[src/sv/rgb_led_strip_serial_driver_unit_defines.svh]
// ---------------------------------------------------------------------------
// RGB LED strip serial driver: assertion macros
// Shared assertion wrappers, sampled on clk and quiet while rst is high
// where noted.
// ---------------------------------------------------------------------------
`ifndef RGB_LED_STRIP_SERIAL_DRIVER_UNIT_DEFINES_SVH
`define RGB_LED_STRIP_SERIAL_DRIVER_UNIT_DEFINES_SVH

// Property checked on every rising edge of clk, disabled during reset.
`define RGBSD_ASSERT(lbl, prop, msg) \
  lbl: assert property (@(posedge clk) disable iff (rst) (prop)) \
    else $error(msg);

// Property checked on every rising edge of clk, reset included.
`define RGBSD_ASSERT_ALWAYS(lbl, prop, msg) \
  lbl: assert property (@(posedge clk) (prop)) \
    else $error(msg);

`endif

[src/sv/rgbsd_pkg.sv]
// ---------------------------------------------------------------------------
// RGB LED strip serial driver: package
// Action and register codes, reset values and the result record.
// ---------------------------------------------------------------------------
package rgbsd_pkg;

  localparam int NUM_LEDS_DEF = 9;
  localparam int CFG_W        = 16;

  typedef logic [1:0] action_t;
  localparam action_t ACT_SET     = 2'd0;
  localparam action_t ACT_REFRESH = 2'd1;
  localparam action_t ACT_TICK    = 2'd2;

  typedef logic [1:0] cfg_idx_t;
  localparam cfg_idx_t CFG_BIT_TICKS  = 2'd0;
  localparam cfg_idx_t CFG_ZERO_HIGH  = 2'd1;
  localparam cfg_idx_t CFG_ONE_HIGH   = 2'd2;
  localparam cfg_idx_t CFG_GAP_TICKS  = 2'd3;

  localparam logic [7:0]  BIT_TICKS_RST = 8'd10;
  localparam logic [7:0]  ZERO_HIGH_RST = 8'd3;
  localparam logic [7:0]  ONE_HIGH_RST  = 8'd6;
  localparam logic [15:0] GAP_TICKS_RST = 16'd400;

  // Byte order on the line within one LED.
  typedef logic [1:0] byte_sel_t;
  localparam byte_sel_t SEL_GREEN = 2'd0;
  localparam byte_sel_t SEL_RED   = 2'd1;
  localparam byte_sel_t SEL_BLUE  = 2'd2;

  typedef struct packed {
    logic line_level;
    logic busy_res;
    logic frame_done;
    logic rejected;
  } result_t;

endpackage

[src/sv/rgbsd_out_fifo.sv]
// ---------------------------------------------------------------------------
// RGB LED strip serial driver: result queue
// Two-entry queue between the line coder and the result channel.
// ---------------------------------------------------------------------------
`include "rgb_led_strip_serial_driver_unit_defines.svh"

module rgbsd_out_fifo (
  input  logic               clk,
  input  logic               rst,
  input  logic               push,
  input  rgbsd_pkg::result_t push_data,
  output logic               full,
  output logic               out_valid,
  input  logic               out_stall,
  output rgbsd_pkg::result_t out_data
);

  logic [1:0]         count;
  rgbsd_pkg::result_t slot0;
  rgbsd_pkg::result_t slot1;
  logic               pop;

  assign pop       = out_valid && !out_stall;
  assign out_valid = (count != 2'd0);
  assign full      = (count == 2'd2);
  assign out_data  = slot0;

  always_ff @(posedge clk) begin
    if (rst) begin
      count <= 2'd0;
    end else if (push && !pop) begin
      count <= count + 2'd1;
    end else if (pop && !push) begin
      count <= count - 2'd1;
    end
  end

  always_ff @(posedge clk) begin
    if (push && pop) begin
      if (count == 2'd1) begin
        slot0 <= push_data;
      end else begin
        slot0 <= slot1;
        slot1 <= push_data;
      end
    end else if (pop) begin
      slot0 <= slot1;
    end else if (push) begin
      if (count == 2'd0) begin
        slot0 <= push_data;
      end else begin
        slot1 <= push_data;
      end
    end
  end

  `RGBSD_ASSERT(a_no_push_when_full, full |-> !push, "push into a full result queue")
  `RGBSD_ASSERT(a_pop_drains, (pop && !push) |=> (count == $past(count) - 2'd1),
    "result queue count did not drop after a transfer")

endmodule

[src/sv/rgb_led_strip_serial_driver_unit.sv]
// ---------------------------------------------------------------------------
// RGB LED strip serial driver
// One-wire line coder for a strip of RGB LEDs with an on-chip colour store.
// ---------------------------------------------------------------------------
// Usage: each input transfer carries an action. A set-colour action writes
// one LED of the colour store, or every LED when led_index is at or beyond
// NUM_LEDS. A refresh action starts a frame, and every tick action then moves
// the data line by one time step: LEDs go out in order, green, red, blue,
// most significant bit first, each bit high for one_high_ticks or
// zero_high_ticks of a bit_ticks period, followed by a low latch gap of
// gap_ticks ticks. Set-colour and refresh are rejected while a frame or its
// gap is running. Timing registers are to be written by the user through
// cfg_we / cfg_index / cfg_data only while the block is idle; the block
// itself does not enforce this. Every input transfer gives exactly one
// result transfer. The block takes one item per clock while in_stall is
// low: the colour store is a synchronous RAM read at the next LED address
// each cycle, so the word is ready for the tick that needs it. A two-entry
// result queue lets input continue while one result waits; in_stall rises
// only when both entries are held because the receiver keeps out_stall high.
// Reset clears the store at once through per-LED valid bits and a fill word,
// so no clearing pass is needed and the block accepts items right after it.
// ---------------------------------------------------------------------------
`include "rgb_led_strip_serial_driver_unit_defines.svh"

module rgb_led_strip_serial_driver_unit #(
  parameter int NUM_LEDS = rgbsd_pkg::NUM_LEDS_DEF
) (
  input  logic                        clk,
  input  logic                        rst,
  // Configuration port.
  input  logic                        cfg_we,
  input  rgbsd_pkg::cfg_idx_t         cfg_index,
  input  logic [rgbsd_pkg::CFG_W-1:0] cfg_data,
  // Input channel.
  input  logic                        in_valid,
  output logic                        in_stall,
  input  rgbsd_pkg::action_t          action,
  input  logic [7:0]                  led_index,
  input  logic [7:0]                  red,
  input  logic [7:0]                  green,
  input  logic [7:0]                  blue,
  // Result channel.
  output logic                        out_valid,
  input  logic                        out_stall,
  output logic                        line_level,
  output logic                        busy_res,
  output logic                        frame_done,
  output logic                        rejected
);

  localparam int LED_W = (NUM_LEDS > 1) ? $clog2(NUM_LEDS) : 1;
  localparam logic [LED_W-1:0] LED_LAST  = LED_W'(NUM_LEDS - 1);
  localparam logic [8:0]       LED_COUNT = 9'(NUM_LEDS);

  localparam logic [1:0] ST_IDLE = 2'd0;
  localparam logic [1:0] ST_SEND = 2'd1;
  localparam logic [1:0] ST_GAP  = 2'd2;

  // Timing registers.
  logic [7:0]  bit_ticks;
  logic [7:0]  zero_high_ticks;
  logic [7:0]  one_high_ticks;
  logic [15:0] gap_ticks;

  // Coder state.
  logic [1:0]           state;
  logic [1:0]           state_next;
  logic [LED_W-1:0]     led_ptr;
  logic [LED_W-1:0]     led_ptr_next;
  rgbsd_pkg::byte_sel_t byte_sel;
  rgbsd_pkg::byte_sel_t byte_sel_next;
  logic [2:0]           bit_pos;
  logic [2:0]           bit_pos_next;
  logic [7:0]           tick_in_bit;
  logic [7:0]           tick_in_bit_next;
  logic [15:0]          gap_count;
  logic [15:0]          gap_count_next;

  // Colour store: RAM plus per-LED valid bits and a fill word.
  logic [23:0]         colour_mem [NUM_LEDS];
  logic [NUM_LEDS-1:0] entry_valid;
  logic [23:0]         fill_word;
  logic [23:0]         rd_data;
  logic                rd_valid;
  logic                mem_we;
  logic                set_all;
  logic [LED_W-1:0]    wr_addr;

  logic               in_accept;
  logic               busy;
  logic               fifo_full;
  rgbsd_pkg::result_t res;
  rgbsd_pkg::result_t out_res;

  logic [23:0] led_word;
  logic [7:0]  cur_byte;
  logic        cur_bit;
  logic [7:0]  high_ticks;
  logic [7:0]  period;
  logic        bit_end;
  logic [15:0] gap_len;
  logic        gap_end;

  assign in_stall  = fifo_full;
  assign in_accept = in_valid && !in_stall;
  assign busy      = (state != ST_IDLE);
  assign wr_addr   = led_index[LED_W-1:0];

  // Current LED word: an entry not written since reset or the last broadcast reads as the fill word.
  assign led_word = rd_valid ? rd_data : fill_word;

  always_comb begin
    case (byte_sel)
      rgbsd_pkg::SEL_GREEN: cur_byte = led_word[15:8];
      rgbsd_pkg::SEL_RED:   cur_byte = led_word[23:16];
      default:              cur_byte = led_word[7:0];
    endcase
  end

  assign cur_bit    = cur_byte[3'd7 - bit_pos];
  assign high_ticks = cur_bit ? one_high_ticks : zero_high_ticks;
  // A period of zero behaves as one tick, and a gap of zero as one tick.
  assign period     = (bit_ticks == 8'd0) ? 8'd1 : bit_ticks;
  assign bit_end    = ({1'b0, tick_in_bit} + 9'd1) >= {1'b0, period};
  assign gap_len    = (gap_ticks == 16'd0) ? 16'd1 : gap_ticks;
  assign gap_end    = ({1'b0, gap_count} + 17'd1) >= {1'b0, gap_len};

  always_comb begin
    state_next       = state;
    led_ptr_next     = led_ptr;
    byte_sel_next    = byte_sel;
    bit_pos_next     = bit_pos;
    tick_in_bit_next = tick_in_bit;
    gap_count_next   = gap_count;
    mem_we           = 1'b0;
    set_all          = 1'b0;
    res              = '0;
    if (in_accept) begin
      case (action)
        rgbsd_pkg::ACT_SET: begin
          if (busy) begin
            res.rejected = 1'b1;
          end else if ({1'b0, led_index} < LED_COUNT) begin
            mem_we = 1'b1;
          end else begin
            set_all = 1'b1;
          end
        end
        rgbsd_pkg::ACT_REFRESH: begin
          if (busy) begin
            res.rejected = 1'b1;
          end else begin
            state_next       = ST_SEND;
            led_ptr_next     = '0;
            byte_sel_next    = rgbsd_pkg::SEL_GREEN;
            bit_pos_next     = 3'd0;
            tick_in_bit_next = 8'd0;
            gap_count_next   = 16'd0;
          end
        end
        rgbsd_pkg::ACT_TICK: begin
          if (state == ST_SEND) begin
            res.line_level = (tick_in_bit < high_ticks);
            if (bit_end) begin
              tick_in_bit_next = 8'd0;
              if (bit_pos == 3'd7) begin
                bit_pos_next = 3'd0;
                if (byte_sel == rgbsd_pkg::SEL_BLUE) begin
                  byte_sel_next = rgbsd_pkg::SEL_GREEN;
                  if (led_ptr == LED_LAST) begin
                    led_ptr_next   = '0;
                    state_next     = ST_GAP;
                    gap_count_next = 16'd0;
                  end else begin
                    led_ptr_next = led_ptr + LED_W'(1);
                  end
                end else begin
                  byte_sel_next = byte_sel + 2'd1;
                end
              end else begin
                bit_pos_next = bit_pos + 3'd1;
              end
            end else begin
              tick_in_bit_next = tick_in_bit + 8'd1;
            end
          end else if (state == ST_GAP) begin
            if (gap_end) begin
              gap_count_next = 16'd0;
              state_next     = ST_IDLE;
              res.frame_done = 1'b1;
            end else begin
              gap_count_next = gap_count + 16'd1;
            end
          end
        end
        default: begin
        end
      endcase
    end
    res.busy_res = (state_next != ST_IDLE);
  end

  always_ff @(posedge clk) begin
    if (rst) begin
      state       <= ST_IDLE;
      led_ptr     <= '0;
      byte_sel    <= rgbsd_pkg::SEL_GREEN;
      bit_pos     <= 3'd0;
      tick_in_bit <= 8'd0;
      gap_count   <= 16'd0;
    end else begin
      state       <= state_next;
      led_ptr     <= led_ptr_next;
      byte_sel    <= byte_sel_next;
      bit_pos     <= bit_pos_next;
      tick_in_bit <= tick_in_bit_next;
      gap_count   <= gap_count_next;
    end
  end

  always_ff @(posedge clk) begin
    if (rst) begin
      bit_ticks       <= rgbsd_pkg::BIT_TICKS_RST;
      zero_high_ticks <= rgbsd_pkg::ZERO_HIGH_RST;
      one_high_ticks  <= rgbsd_pkg::ONE_HIGH_RST;
      gap_ticks       <= rgbsd_pkg::GAP_TICKS_RST;
    end else if (cfg_we) begin
      case (cfg_index)
        rgbsd_pkg::CFG_BIT_TICKS: bit_ticks       <= cfg_data[7:0];
        rgbsd_pkg::CFG_ZERO_HIGH: zero_high_ticks <= cfg_data[7:0];
        rgbsd_pkg::CFG_ONE_HIGH:  one_high_ticks  <= cfg_data[7:0];
        rgbsd_pkg::CFG_GAP_TICKS: gap_ticks       <= cfg_data[15:0];
        default: begin
        end
      endcase
    end
  end

  // Valid bits and the fill word stand in for clearing the whole RAM.
  always_ff @(posedge clk) begin
    if (rst) begin
      entry_valid <= '0;
      fill_word   <= 24'd0;
    end else if (set_all) begin
      entry_valid <= '0;
      fill_word   <= {red, green, blue};
    end else if (mem_we) begin
      entry_valid[wr_addr] <= 1'b1;
    end
  end

  // The read address follows the next LED pointer, so rd_data always holds
  // the word of the LED being sent.
  always_ff @(posedge clk) begin
    if (mem_we) begin
      colour_mem[wr_addr] <= {red, green, blue};
    end
    rd_data  <= colour_mem[led_ptr_next];
    rd_valid <= entry_valid[led_ptr_next];
  end

  rgbsd_out_fifo u_out_fifo (
    .clk       (clk),
    .rst       (rst),
    .push      (in_accept),
    .push_data (res),
    .full      (fifo_full),
    .out_valid (out_valid),
    .out_stall (out_stall),
    .out_data  (out_res)
  );

  assign line_level = out_res.line_level;
  assign busy_res   = out_res.busy_res;
  assign frame_done = out_res.frame_done;
  assign rejected   = out_res.rejected;

  `RGBSD_ASSERT(a_refresh_starts,
    (in_accept && action == rgbsd_pkg::ACT_REFRESH && state == ST_IDLE) |=>
      (state == ST_SEND),
    "refresh from idle did not start a frame")
  `RGBSD_ASSERT(a_store_frozen_busy, busy |-> (!mem_we && !set_all),
    "colour store written during a frame")
  `RGBSD_ASSERT(a_led_ptr_range, led_ptr <= LED_LAST,
    "LED pointer beyond the strip")

endmodule

[config.mk]
export PLATFORM = sky130hd
export DESIGN_NAME = rgb_led_strip_serial_driver_unit
export DESIGN_NICKNAME = d
export VERILOG_FILES = /design/src/sv/rgbsd_pkg.sv /design/src/sv/rgbsd_out_fifo.sv /design/src/sv/rgb_led_strip_serial_driver_unit.sv
export VERILOG_INCLUDE_DIRS = /design/src /design/src/sv
export SDC_FILE = /design/constraint.sdc
export NUM_CORES = 1
export LEC_CHECK = 0
export BUFFER_PORTS_ARGS = -buffer_cell sky130_fd_sc_hd__buf_2
export CAP_MARGIN = 5
export CORE_UTILIZATION = 45
export CTS_BUF_LIST = sky130_fd_sc_hd__clkbuf_8 sky130_fd_sc_hd__clkbuf_16
export DETAILED_ROUTE_END_ITERATION = 7
export GPL_ROUTABILITY_DRIVEN = 0
export GPL_TIMING_DRIVEN = 0
export PLACE_DENSITY_LB_ADDON = 0.15
export SYNTH_ARGS = -nofsm -noshare
export SYNTH_HDL_FRONTEND = slang
export SYNTH_HIERARCHICAL = 1
export SYNTH_SLANG_ARGS = --single-unit
export TNS_END_PERCENT = 100
[constraint.sdc]
create_clock -name clk -period 6.8 [get_ports clk]
set_input_delay 1.02 -clock clk [delete_from_list [all_inputs] [get_ports clk]]
set_output_delay 1.02 -clock clk [all_outputs]
set_load 0.01 [all_outputs]
==> impl_summary.log <==
INFO  metric clk_transition_reported_paths = approximately 60 ps
INFO  metric cts.hold.buffers_added = 0
INFO  metric antenna_left = 0
INFO  metric netlist.area_leader.share = roughly 44%
INFO  metric synthesis.instances = about 1200
INFO  metric syn-mean-instance-area = ~13 µm²
INFO  metric dp_hpwl = ~25 mm
INFO  metric cellPowerDensity = approximately 270 nW/µm²
INFO  metric placement.setup.worst_slack = 2180 ps
INFO  metric postRouteWirelength = 35.7 mm
INFO  metric detail_route.wl_per_cell = around 20 µm
INFO  metric timing.fmax = roughly 210 MHz
INFO  metric synth-main-ff-cell = edfxtp_1
INFO  metric max-cap-violations = 0
INFO  metric placed_cells = between 1500 and 2000
INFO  metric io_pins = 63
INFO  metric leakagePower = between 6 and 7 nW
INFO  metric wp_data_arrival = 5100 ps
INFO  metric floorplan.initialDensity = 45.8%
INFO  metric vias_per_instance = roughly 5.4
INFO  metric port_buffers = 62
INFO  metric cts_post_setup_buffers_inserted = 0
INFO  metric start_kind = register
INFO  metric final_min_period_over_clock_period = between 60% and 70%
INFO  metric yosys_warnings = 6
INFO  metric path_max_fanout = 10
INFO  metric via_count_of_the_first_global_routing_pass = around 9800
INFO  metric final_critical_path_setup_slack = 2130 ps
INFO  metric die_area = 35000 µm²
INFO  metric hold_ws = between 400 and 500 ps
INFO  metric number_of_placement_rows = 67
INFO  metric postSynth.asyncResetShare = 0%
INFO  metric cts-htree-levels = 2
INFO  metric synth.distinct_cells = 63
INFO  metric grt_antenna_before_repair = 2
INFO  metric rsz0062_at_grt = no
INFO  metric hold_violations = 0
INFO  metric drc = 0
INFO  metric syn_area = 15400 µm²
INFO  metric hold_path.class = reg2reg
INFO  metric grt_first_pass_wirelength = 55.4 mm
INFO  metric fin_skew = 15.7 ps
INFO  metric syn-num-nets = between 1000 and 1500
INFO  metric chipWidth = roughly 190 µm
INFO  metric vdd.ir_drop.worst = 0.236 mV
INFO  metric die_h = 187 µm
INFO  metric layout_min_cycle_time = about 4700 ps
INFO  metric skew_pair_late_insertion_delay = around 540 ps
INFO  metric outcome = finished clean
INFO  metric tritoncts = done
INFO  metric finish.net_count = between 1000 and 1500
INFO  metric timing.final.setup_violations = 0
INFO  metric criticalPathCategory = reg2reg
INFO  metric maxSlewViolCount = 0
INFO  metric cts_max_path_buffers = 3
INFO  metric synth_top_cell_by_area = edfxtp_1
INFO  metric drive_above_1_share = between 15 and 20%
INFO  metric root_buffer = clkbuf_16
INFO  metric post-layout-total-power = 4.75 mW
INFO  metric detailedRoute.firstIterationViolations = between 500 and 600
INFO  metric timing.max_slew.rel_slack = a little under a quarter
INFO  metric worst_setup_path_end_kind = register
INFO  metric cp_cell_instances = ha_1 > nand3_1 > nor2_1 > xor2_1 > ha_1 > and3_4 > a221o_1 > a311oi_4 > a21oi_1 > mux2_1 > nand2_1 > nand3_1 > clkbuf_1 > o22ai_1 > a221o_1
INFO  metric synth-edff-count = between 200 and 250
INFO  metric cts_made_buffers = 40
INFO  metric worst_path_max_delay_cell = clkbuf_1
INFO  metric synthTopCellsByArea = edfxtp_1 (44%), dfxtp_1 (18%), mux2i_1 (7.6%)
INFO  metric layout-area-overhead-vs-synth = 15.8%
INFO  metric floorplan.core_area = 33600 µm²
INFO  metric grt_max_degree = 26
INFO  metric layout.filler_cells = just under 3000
INFO  metric cts_repair_resize_count = 0
INFO  metric total_global_route_track_usage = approximately a fifth
INFO  metric required = between 7000 and 8000 ps
INFO  metric layoutNonFillerInstCount = between 1500 and 2000
INFO  metric setup_tns_final = 0 ps
INFO  metric detailroute.via_count = about 10000
INFO  metric grt_overflow_total = 0
INFO  metric timing_worst_slew_pin_value = roughly 1100 ps
INFO  metric synth_seq_cells = between 300 and 400
INFO  metric synth-seq-area-share = between 60 and 70%
INFO  metric delay_of_the_slowest_cell_on_the_worst_path = about 600 ps
INFO  metric dr.pass1.iters = 5
INFO  metric number_of_clock_sinks = 359
-- per-layer routing --
layer	part of all wire [%]	wire (µm)	track usage, %
met2	49	17600	35.6
met4	2.9	1020	7.35
met3	3.7	1310	2.83
met5	0	0	0
met1	44	15800	26.2
-- logic make-up (layout without fill, tap and decap cells) --
| group | after synthesis | count (layout) | synth area share (%) |
|---|---|---|---|
| flip-flops | 359 | 359 | 61.2 |
| AND/OR/NAND/NOR | 321 | 321 | 9.34 |
| AO/OA/AOI/OAI | 214 | 214 | 9.38 |
| multiplexers | 158 | 158 | 11.9 |
| buffers and inverters | 98 | 243 | 3.09 |
| adder cells (fa/ha/maj) | 48 | 48 | 3.90 |
| XOR/XNOR | 22 | 22 | 1.25 |
| other | 0 | 2 | 0 |
-- synthesized netlist by cell type, types with 23 or more instances --
cell type,number
o22ai_1,23
nand3_1,23
edfxtp_1,224
dfxtp_1,135
clkbuf_1,33
nor2_1,93
inv_1,41
a21oi_1,61
a221o_1,24
ha_1,48
mux2i_1,117
nand2_1,133
o21ai_0,23
-- path summary, 6_finish.rpt --
| kind | start | end | slack, ps | depth (start not counted) |
|---|---|---|---|---|
| worst min register to register | one_high_ticks[0] | one_high_ticks[0] | 450 | 2 |
| worst min-delay path | one_high_ticks[0] | one_high_ticks[0] | 450 | 2 |
| worst max register to register | tick_in_bit[0] | rd_data[4] | 2130 | 15 |
| worst max-delay path | tick_in_bit[0] | rd_data[4] | 2130 | 15 |
-- state kept, by name (all words and copies together) (netlist names), 8 cells and up --
register         count
bit_ticks            8
rd_data             24
one_high_ticks       8
colour_mem         216
tick_in_bit          8
gap_ticks           16
gap_count           16
entry_valid          9
fill_word           24
zero_high_ticks      8
-- power breakdown --
part | leakage, nW | internal, mW | switching, mW | total [mW]
Combinational | 2.65 | 0.0921 | 0.159 | 0.251
Clock | 0.687 | 1.28 | 0.854 | 2.13
Sequential | 3.12 | 2.35 | 0.0193 | 2.37
-- area by class of cell --
class / count / area [µm²] / area share [%]
sequential: 359 / 9430 / 52.8
clock inverter: 28 / 234 / 1.31
buffer: 57 / 323 / 1.81
multi-input combinational: 763 / 5570 / 31.2
antenna: 2 / 5.00 / 0.0280
inverter: 41 / 154 / 0.862
timing repair buffer: 72 / 502 / 2.81
tap: 448 / 561 / 3.14
clock buffer: 45 / 1070 / 5.99
-- through the flow --
step | area [µm²] | util (%)
after CTS | 17800 | 53.1
after detailed placement | 16500 | 49.2
final | 17800 | 53.1
after floorplan | 15400 | -
after global placement | 16300 | 48.4
after global routing | 17800 | 53.1
-- layout by cell type (no fill, tap or decap), types with 5 or more instances in the layout --
master,synthesis,routed
inv_1,41,55
a22oi_1,7,7
nand2_1,133,133
nor4_1,7,7
buf_6,9,12
mux2i_1,117,117
nand3b_1,7,7
nand2b_1,15,15
nor2b_1,5,5
and3_1,5,5
xor2_1,11,11
nor2_4,0,7
a21o_1,8,8
nor3_1,9,7
xnor2_1,11,11
mux2_4,19,19
clkinv_1,0,5
edfxtp_1,224,224
buf_2,12,74
a211o_1,5,5
mux2_2,10,10
nor2_1,93,86
ha_1,48,48
o21a_1,11,11
nand3_1,23,23
dfxtp_1,135,135
mux4_2,11,11
clkbuf_16,0,40
o21ai_1,21,21
o21ai_0,23,23
a21oi_1,61,61
a211oi_1,9,9
o22ai_1,23,23
nand4_1,6,6
clkbuf_8,0,5
clkbuf_1,33,33
a221o_1,24,24
-- critical path: cells and delay by family, from the launching register on --
| family | cells | cell delay [ps] |
|---|---|---|
| compound gates | 5 | 1420 |
| xor+xnor | 1 | 280 |
| flops | 1 | 450 |
| mux | 1 | 250 |
| fa+ha+maj | 2 | 510 |
| simple gates | 5 | 1030 |
| buf+inv | 1 | 600 |
Note: power is estimated with default switching activity, not from simulation.
